File: src/hw/rtl/hlr_pkg.sv
// Shared constants and controller/datapath interface types for the histogram rectangle block.
package hlr_pkg;

  localparam int unsigned HEIGHT_W = 16;
  localparam int unsigned AREA_W   = 26;
  localparam logic [AREA_W-1:0] AREA_MAX = {AREA_W{1'b1}};

  // Commands from the controller to the datapath.
  typedef struct packed {
    logic take;     // latch a new bar request
    logic ovf;      // bar dropped, flag overflow
    logic pop;      // score top entry, fetch entry below
    logic update;   // fold product into best, install fetched top
    logic push;     // push latched bar
    logic finish;   // hand result to output register, clear histogram
  } cmd_t;

  // Status from the datapath to the controller.
  typedef struct packed {
    logic full;     // bar count reached stack depth
    logic last;     // latched bar closes the histogram
    logic empty;    // stack holds no entries
    logic pop_hit;  // top entry is at least as tall as latched bar
    logic out_busy; // output register still holds an untaken result
  } sts_t;

endpackage

File: src/hw/rtl/hlr_ctrl.sv
// Sequencing state machine for the histogram rectangle block.
module hlr_ctrl (
  input  logic          clk_i,
  input  logic          rst_ni,
  input  logic          in_valid_i,
  output logic          in_ready_o,
  input  hlr_pkg::sts_t sts_i,
  output hlr_pkg::cmd_t cmd_o
);
  import hlr_pkg::*;

  typedef enum logic [4:0] {
    ST_IDLE  = 5'b00001,
    ST_CMP   = 5'b00010,
    ST_POPW  = 5'b00100,
    ST_FLUSH = 5'b01000,
    ST_FPOPW = 5'b10000
  } state_e;

  state_e state_q, state_d;

  assign in_ready_o = (state_q == ST_IDLE);

  always_comb begin
    state_d = state_q;
    cmd_o   = '0;
    unique case (state_q)
      ST_IDLE: begin
        if (in_valid_i) begin
          cmd_o.take = 1'b1;
          state_d    = ST_CMP;
        end
      end
      ST_CMP: begin
        if (sts_i.full) begin
          cmd_o.ovf = 1'b1;
          state_d   = sts_i.last ? ST_FLUSH : ST_IDLE;
        end else if (sts_i.pop_hit) begin
          cmd_o.pop = 1'b1;
          state_d   = ST_POPW;
        end else begin
          cmd_o.push = 1'b1;
          state_d    = sts_i.last ? ST_FLUSH : ST_IDLE;
        end
      end
      ST_POPW: begin
        cmd_o.update = 1'b1;
        state_d      = ST_CMP;
      end
      ST_FLUSH: begin
        if (!sts_i.empty) begin
          cmd_o.pop = 1'b1;
          state_d   = ST_FPOPW;
        end else if (!sts_i.out_busy) begin
          cmd_o.finish = 1'b1;
          state_d      = ST_IDLE;
        end
      end
      ST_FPOPW: begin
        cmd_o.update = 1'b1;
        state_d      = ST_FLUSH;
      end
      default: begin
        state_d = ST_IDLE;
      end
    endcase
  end

  always_ff @(posedge clk_i or negedge rst_ni) begin
    if (!rst_ni) begin
      state_q <= ST_IDLE;
    end else begin
      state_q <= state_d;
    end
  end

endmodule

File: config.mk
export PLATFORM = sky130hd
export DESIGN_NAME = hlr_ctrl
export DESIGN_NICKNAME = d
export VERILOG_FILES = /design/src/hw/rtl/hlr_pkg.sv /design/src/hw/rtl/hlr_ctrl.sv
export SDC_FILE = /design/constraint.sdc
export NUM_CORES = 1
export LEC_CHECK = 0
export BUFFER_PORTS_ARGS = -buffer_cell sky130_fd_sc_hd__buf_2
export CAP_MARGIN = 30
export CORE_AREA = 4 4 41 43
export CTS_CLUSTER_DIAMETER = 120
export DETAILED_ROUTE_END_ITERATION = 10
export DIE_AREA = 0 0 45 47
export MAX_ROUTING_LAYER = met4
export PLACE_DENSITY = 0.59
export REMOVE_ABC_BUFFERS = 1
export SLEW_MARGIN = 20
export SYNTH_ARGS = -nofsm -noshare
export SYNTH_HDL_FRONTEND = slang
export SYNTH_SLANG_ARGS = --single-unit
File: constraint.sdc
create_clock -name clk_i -period 2.8 [get_ports clk_i]
set_input_delay 0.14 -clock clk_i [delete_from_list [all_inputs] [get_ports clk_i]]
set_output_delay 0.14 -clock clk_i [all_outputs]
set_load 0.02 [all_outputs]
==> impl_results.md, run 1 <==
- Post-Syn Instances: 42
- Final instance area: 465 µm²
- Static leakage power: 0.235 nW
- Critical Path RT: 2.66 ns
- Slew at the pin closest to its max-slew limit: 0.341 ns
- First-pass GRT wire length: 1320 µm
- Initial antenna violation count: 0
- N_diodes: 0
- RSZ-0062 raised after global routing: false
- 1st-pass router iterations: 4
- Vias in the first global route: 312
- Hold Violations, Final: 0
- Critical path's slowest cell: dfrtp_1
- TritonCTS clock tree: done
- Biggest regs: state_q (5)
- Max Freq: 586 MHz
- Worst skew pair latency: 0.24 ns
- Crit path capture type: output port
- Core Area: 1300 µm²
- Total grt overflow: 0
- Largest net degree at the start of global routing: 10
- Mapped Area: 357 µm²
- Tcrit/Tclk final: 0.609
- H-tree levels: 1
- DR WL/cell: 11.1 µm
- Combinational group share of total power: 0.427
- Sequential cell area: 126 µm²
- Sink Count: 5
- Hold Crit Class: primary input to flip-flop
- CP Max Fanout: 7
- Clk pin slew, worst setup/hold paths: 0.04 ns
- Footprint of the multi-input gates: 206 µm²
- Nets@finish: 68
- CP arrival: 1.57 ns
- HPWL Detailed: 636 µm
- Critical Path, Cell by Cell: nor3_1 -> nand2_1 -> nor2_1 -> or2_1 -> buf_2
- Tot GR Track Use: 0.0961
- DRT iter0 DRCs: 12
- Die H: 47 µm
- Fin Setup TNS: 0 ns
- Maximum VDD drop: 0.331 mV
- Fin cells: 74
- Vias: 357
- Bufs on Longest Clock Path: 2
- Cell Rows: 13
- Register with the most flip-flops: state_q
- Max reg flops: 5
- Dpl ws: 1.34 ns
- Part of the Yosys area used for sequential elements: 0.354
- Sw power: 136 µW
- Internal power: 212 µW
- Drc violations: 0
- PnR worst setup slack: 1.09 ns
- # setup viols final: 0
- Chip width: 45 µm
- Relative slew slack: 0.771
- Total power: 349 µW
- Critical Path Max Stage Delay: 0.45 ns
- Root Driver: clkbuf_4
- # fillers: 154
- Yosys Warn Count: 0
- Number of vias per cell: 4.82
- Fin util: 0.358
- Post-route minimum period: 1.71 ns
- Port bufs: 14
- Worst hold margin: 0.172 ns
- Initial Util: 0.274
- Post-synth cell types: 27
- Clock Power Share: 0.233
- Pwr dens: 749 nW/µm²
- Clk_skew: 0.0000606 ns
- Status: finished, final reports clean
- Area Growth Syn to Fin: 30.5%
- Dpl cell area: 429 µm²
- Maxcap violations: 0
- FF+latch count, synth: 5
- Antenna-violating nets left: 0
- Syn_area_per_cell: 8.49 µm²
- Sw frac: 0.391
- Num CTS Buffers: 3
- Share of cells above drive strength 1: 0.339
- # IOs: 15
- WS Path Type: flip-flop to output port
- Final Max Slew Viols: 0
- Drt total wl: 823 µm
- Die ar.: 2120 µm²
- Setup crit start kind: flip-flop
- Reg power frac: 0.340
- Dpl cells: 69
- Gpl congestion: 0.761
final cells by class:
type,instances,share of cell area
Multi-Input combinational cell,33,0.444
Sequential cell,5,0.272
Timing Repair Buffer,15,0.172
Clock buffer,4,0.0565
Tap cell,15,0.0403
Inverter,2,0.0161
cells in the final DEF, fill, tap and decap left out, drive strengths merged, types with 3 or more instances in the layout:
cell type | synthesis | routed
buf | 2 | 14
nor2 | 5 | 5
dfrtp | 4 | 4
clkbuf | 0 | 4
nand2 | 3 | 3
cell usage after synthesis:
cell / number / area share
nor4_1: 2 / 0.035
inv_1: 2 / 0.021
and3_1: 1 / 0.018
dfrtp_1: 4 / 0.28
mux2_2: 1 / 0.032
xnor2_1: 2 / 0.049
dfstp_2: 1 / 0.074
nor2b_1: 1 / 0.018
nand2_1: 3 / 0.032
nand4_1: 1 / 0.018
nor4bb_1: 1 / 0.028
nand2b_1: 1 / 0.018
buf_2: 1 / 0.014
and2_1: 1 / 0.018
o221ai_1: 1 / 0.025
and2_2: 1 / 0.021
a31oi_1: 1 / 0.018
or2_1: 2 / 0.035
buf_6: 1 / 0.032
a21o_1: 1 / 0.021
or3b_1: 1 / 0.025
nor3_1: 2 / 0.028
a211oi_1: 1 / 0.021
nand3_1: 2 / 0.028
and4b_1: 1 / 0.028
o21ai_0: 1 / 0.014
nor2_1: 5 / 0.053
repair_timing:
action | CTS | global route
hold buffers | 1 | 0
resized for setup | 0 | 0
buffers inserted | 0 | 0
endpoints found under the hold margin | 5 | 0
final timing paths:
| path | cells past startpoint | endpoint | slack [ns] | start |
|---|---|---|---|---|
| min reg2reg | 1 | state_q[1]$_DFFE_PN0P_ | 0.51 | state_q[1]$_DFFE_PN0P_ |
| max reg2reg | 4 | state_q[0]$_DFFE_PN1P_ | 1.48 | state_q[3]$_DFFE_PN0P_ |
| max | 5 | cmd_o[3] | 1.09 | state_q[2]$_DFFE_PN0P_ |
| max in group asynchronous | 2 | state_q[0]$_DFFE_PN1P_ | 2.35 | rst_ni |
| min | 3 | state_q[3]$_DFFE_PN0P_ | 0.17 | sts_i[3] |
| min in group asynchronous | 2 | state_q[3]$_DFFE_PN0P_ | 0.24 | rst_ni |
layer usage:
| metal | vias to the layer above | track usage | routed length (µm) |
|---|---|---|---|
| li1 | 186 | - | - |
| met5 | - | - | 0 |
| met4 | 0 | 0.0526 | 6 |
| met1 | 157 | 0.104 | 379 |
| met3 | 2 | 0.0498 | 52 |
| met2 | 12 | 0.141 | 384 |
worst max-delay path: cells and delay by family (launching register included):
kind	cells	cell delay (ns)
and+or+nand+nor	4	0.74
DFF	1	0.45
buffers and inverters	1	0.15
power groups by stage:
stage | logic, mW | clock network, mW | registers, mW
after global routing | 0.165 | 0.0914 | 0.121
after global placement | 0.150 | 0 | 0.118
after detailed placement | 0.148 | 0 | 0.119
after CTS | 0.151 | 0.0866 | 0.118
after floorplan | 0.109 | 0 | 0.113
final | 0.149 | 0.0811 | 0.118
kinds of logic after synthesis:
logic type,after synthesis,synth area share
compound gates,5,0.0983
simple gates,25,0.400
buf+inv,4,0.0667
xor+xnor,2,0.0491
flops,5,0.354
mux,1,0.0316
Note: power is estimated with default switching activity, not from simulation.
==> inputs of run 2 (changes only) <==
Settings changed: ABC_AREA from default to 1, PLACE_DENSITY 0.59 to 0.6.
Clock period 2.8 ns to 1.4 ns, I/O delays scaled along.
==> impl_results.md, run 2 <==
- Status: finished, final reports clean
- Part of the Yosys area used for sequential elements: 0.359
- H-tree levels: 1
- CP Max Fanout: 5
- Sequential cell area: 128 µm²
- Asr flop ratio synth: 1.00
- Maxcap violations: 0
- Antenna-violating nets left: 0
- Setup crit start kind: flip-flop
- DR WL/cell: 10.8 µm
- Initial Util: 0.270
- WHS Path Cells: 2
- Drc violations: 0
- Max reg flops: 5
- FF+latch count, synth: 5
- Commonest non-fill, non-tap cell in the layout: buf_2
- Tcrit/Tclk final: 0.962
- Die ar.: 2120 µm²
- Total grt overflow: 0
- Critical Path RT: 1.33 ns
- Max Freq: 742 MHz
- Mapped Area: 352 µm²
- Commonest non-fill, non-tap cells in the layout: 11 x buf_2, 9 x nor2_1, 6 x inv_1, 5 x nand2_1, 4 x nor2_2
- Nets@finish: 79
- Post-synth cell types: 18
- Post-route minimum period: 1.35 ns
- Initial antenna violation count: 0
- Area contributors post-synth: dfrtp_1 28%, nor2_1 12%, nand3_1 8.5%, dfstp_2 7.5%, inv_1 7.5%
- Bufs on Longest Clock Path: 2
- Num CTS Buffers: 3
- Post-Syn Instances: 50
- RSZ-0062 raised after global routing: true
- Final Max Slew Viols: 0
- # fillers: 144
- Clk_skew: 0.00495 ns
- Drt total wl: 920 µm
- Slew at the pin closest to its max-slew limit: 0.189 ns
- # setup viols final: 0
- Chip width: 45 µm
- TritonCTS clock tree: done
- HPWL Detailed: 752 µm
- Hold Crit Class: primary input to flip-flop
- Number of synthesized flops with an enable pin: 0
- Most frequent cells after synthesis: 11 x nor2_1, 7 x inv_1, 6 x nand3_1, 5 x nand2_1, 4 x dfrtp_1
- Core Area: 1300 µm²
- Total power: 867 µW
- Maximum VDD drop: 0.717 mV
- N_diodes: 0
- Gpl congestion: 0.782
- Vias: 397
- Largest area contributor in the netlist: dfrtp_1
- Port bufs: 14
- First-pass GRT wire length: 1520 µm
- DRT iter0 DRCs: 9
- Number of vias per cell: 4.67
- 1st-pass router iterations: 4
- Share of cells above drive strength 1: 0.514
- Relative slew slack: 0.874
- Yosys Warn Count: 0
- Root Driver: clkbuf_4
- Largest net degree at the start of global routing: 6
- Worst skew pair latency: 0.24 ns
- Post-synth top area share: 0.285
- Clk pin slew, worst setup/hold paths: 0.04 ns
- Hold Violations, Final: 0
- Biggest regs: state_q (5)
- Crit path capture type: output port
- PnR worst setup slack: 0.0526 ns
- Footprint of the multi-input gates: 239 µm²
- CP arrival: 1.28 ns
- Tot GR Track Use: 0.105
- Top_reg_cell synth: dfrtp_1
- Die H: 47 µm
- Register with the most flip-flops: state_q
- Syn_area_per_cell: 7.03 µm²
- Area Growth Syn to Fin: 53.7%
- Sink Count: 5
- R2R cell count: 8
- Pwr dens: 1600 nW/µm²
- Cell Rows: 13
- Most common cell in the netlist: nor2_1
- Dpl ws: 0.235 ns
- WS Path Type: flip-flop to output port
- # IOs: 15
- Vias in the first global route: 371
- Static leakage power: 0.276 nW
-- run 2: worst max-delay path, cell delays in order (launching register included) --
cell	delay, ns
dfrtp_1	0.42
nor2_4	0.21
nand3_4	0.12
nor3_2	0.12
buf_4	0.16
-- run 2: layer usage --
layer,share of wire,GRT usage,up-vias
li1,-,-,205
met1,0.42,0.113,176
met2,0.51,0.169,13
met3,0.043,0.0153,3
met4,0.032,0.0877,0
met5,0,-,-
-- run 2: worst paths after layout --
kind / to / from / slack (ns)
max in group asynchronous: state_q[0]$_DFFE_PN1P_ / rst_ni / 1.02
min in group asynchronous: state_q[1]$_DFFE_PN0P_ / rst_ni / 0.17
min reg2reg: state_q[1]$_DFFE_PN0P_ / state_q[0]$_DFFE_PN1P_ / 0.61
min: state_q[4]$_DFFE_PN0P_ / sts_i[2] / 0.04
max reg2reg: state_q[0]$_DFFE_PN1P_ / state_q[2]$_DFFE_PN0P_ / 0.14
max: cmd_o[1] / state_q[2]$_DFFE_PN0P_ / 0.05
-- run 2: cell families after synthesis --
kind of cell,Yosys count,synth area share
flip-flops,5,0.359
buffers and inverters,8,0.0854
AND/OR/NAND/NOR,32,0.473
AO/OA/AOI/OAI,5,0.0819
-- run 2: power breakdown --
part	internal, mW	total, mW	switching (mW)
logic	0.175	0.443	0.268
registers	0.196	0.258	0.0624
clock network	0.108	0.166	0.0582
-- run 2: repair_timing --
item | in CTS | in global routing
endpoints found under the setup margin | 2 | 7
gates resized for setup | 2 | 13
endpoints found under the hold margin | 5 | 0
pin swaps | 1 | 4
hold buffers | 1 | 0
setup buffers | 0 | 1
-- run 2: final cells by class --
type | count | share of cell area
tap | 15 | 0.0347
sequential | 5 | 0.236
clock buffer | 4 | 0.0486
timing repair buffer | 16 | 0.183
multi-input combinational | 37 | 0.442
inverter | 8 | 0.0556
-- run 2: per-stage QoR --
step	hold slack, ns	utilization	TNS [ns]	cell area (µm²)	cells
global placement	-0.111	0.338	0	440	79
finish	0.0406	0.415	0	541	85
CTS	0.0306	0.372	0	484	84
floorplan	-0.226	-	0	352	50
global route	0.0484	0.415	-0.0677	541	85
detailed placement	-0.109	0.338	0	440	79
==> inputs of run 3 (changes only) <==
Settings changed: ABC_AREA 1 to default, HOLD_SLACK_MARGIN from default to 0.12, PLACE_DENSITY 0.6 to 0.61.
==> impl_results.md, run 3 (synthesis results as in run 1) <==
- HPWL Detailed: 740 µm
- Die H: 47 µm
- Maxcap violations: 0
- Clk pin slew, worst setup/hold paths: 0.05 ns
- Clock Power Share: 0.196
- Vias: 406
- Initial antenna violation count: 0
- Total grt overflow: 0
- Worst skew pair latency: 0.26 ns
- Hold Crit Class: primary input to asynchronous set/reset pin
- Failing checks: setup timing
- Clk_skew: 0.00349 ns
- Final Max Slew Viols: 0
- Slew at the pin closest to its max-slew limit: 0.288 ns
- Cell Rows: 13
- Crit path capture type: output port
- Critical Path RT: 1.33 ns
- Post-route minimum period: 1.51 ns
- Sink Count: 5
- Drc violations: 0
- Tot GR Track Use: 0.124
- Reg power frac: 0.254
- Area Growth Syn to Fin: 84.6%
- 1st-pass router iterations: 4
- Pwr dens: 1390 nW/µm²
- RSZ-0062 raised after global routing: true
- Num CTS Buffers: 3
- Tcrit/Tclk final: 1.08
- Largest net degree at the start of global routing: 9
- Internal power: 544 µW
- Share of cells above drive strength 1: 0.629
- Sw frac: 0.404
- Relative slew slack: 0.806
- Antenna-violating nets left: 0
- Combinational group share of total power: 0.550
- Fin cells: 85
- # IOs: 15
- DRT iter0 DRCs: 3
- Port bufs: 14
- Die ar.: 2120 µm²
- Register with the most flip-flops: state_q
- TritonCTS clock tree: done
- Worst hold margin: 0.156 ns
- Dpl ws: 0.0748 ns
- Maximum VDD drop: 0.678 mV
- CP arrival: 1.44 ns
- Chip width: 45 µm
- Dpl cells: 74
- N_diodes: 0
- Bufs on Longest Clock Path: 2
- Core Area: 1300 µm²
- Drt total wl: 1180 µm
- Setup crit start kind: flip-flop
- H-tree levels: 1
- Root Driver: clkbuf_4
- CP Max Fanout: 4
- Status: finished, violations left
- Max Freq: 664 MHz
- Static leakage power: 0.310 nW
- WS Path Type: flip-flop to output port
- PnR worst setup slack: -0.107 ns
- Biggest regs: state_q (5)
- Commonest non-fill, non-tap cell in the layout: buf_4
- First-pass GRT wire length: 1780 µm
- Vias in the first global route: 419
- Sw power: 368 µW
- Max reg flops: 5
- Total power: 912 µW
- Nets@finish: 79
- Commonest non-fill, non-tap cells in the layout: 9 x buf_4, 8 x buf_2, 7 x buf_6, 4 x dfrtp_1
- Gpl congestion: 0.795
- Initial Util: 0.274
- DR WL/cell: 13.9 µm
- # fillers: 134
- Number of vias per cell: 4.78
- Hold Violations, Final: 0
- # setup viols final: 5
- Fin util: 0.506
[run 3: cell count changes in the layout (fill, tap and decap cells not counted), sizes merged, moves of 3 or more]
cell,before,now
nor2,15,5
buf,15,24
inv,8,2
nand3,7,2
nand2,6,3
[run 3: timing repair]
action | 4_1_cts | 5_1_grt
setup buffers | 4 | 1
endpoints found under the setup margin | 5 | 7
hold buffers | 2 | 0
gates resized for setup | 18 | 13
pin swaps | 5 | 2
hold endpoints to repair | 6 | 0
[run 3: stage by stage]
| step | area (µm²) | setup TNS, ns |
|---|---|---|
| global placement | 467 | 0 |
| CTS | 602 | -0.261 |
| global route | 658 | -0.762 |
| detailed placement | 467 | 0 |
| floorplan | 340 | 0 |
| finish | 658 | -0.274 |
[run 3: area by class of cell]
cell class,count,area [µm²],area share
Multi-Input combinational cell,33,272,0.413
Timing Repair Buffer,26,206,0.314
Sequential cell,5,126,0.192
Clock buffer,3,22.5,0.0342
Tap cell,15,18.8,0.0285
Inverter,2,7.51,0.0114
Clock inverter,1,5.00,0.00760
[run 3: power groups by stage]
stage                     Sequential [mW]  Clock, mW  Combinational (mW)
after CTS                           0.228      0.180               0.448
after floorplan                     0.225          0               0.219
final                               0.232      0.179               0.502
after detailed placement            0.229          0               0.329
after global placement              0.227          0               0.333
after global routing                0.241      0.195               0.536
[run 3: final timing paths]
kind | slack (ns) | to | depth (start not counted) | from
worst max-delay path | -0.11 | cmd_o[3] | 4 | state_q[0]$_DFFE_PN1P_
worst min-delay path | 0.16 | state_q[3]$_DFFE_PN0P_ | 2 | rst_ni
worst max register to register | 0.07 | state_q[0]$_DFFE_PN1P_ | 5 | state_q[2]$_DFFE_PN0P_
worst min register to register | 0.55 | state_q[1]$_DFFE_PN0P_ | 1 | state_q[1]$_DFFE_PN0P_
max in group asynchronous | 1.02 | state_q[0]$_DFFE_PN1P_ | 2 | rst_ni
min in group clk_i | 0.16 | state_q[4]$_DFFE_PN0P_ | 2 | sts_i[2]
[run 3: critical path, stage by stage, from the launching register on]
cell and delay, ns:
dfstp_2 0.57, nor2_2 0.06, and4b_1 0.20, or2_1 0.22, buf_6 0.13
[run 3: per-layer routing]
metal / vias up / global-route usage / wire, µm
met5: - / - / 0
met4: 0 / 0.0702 / 27
met3: 4 / 0.0345 / 64
met2: 13 / 0.226 / 635
met1: 184 / 0.117 / 454
li1: 205 / - / -
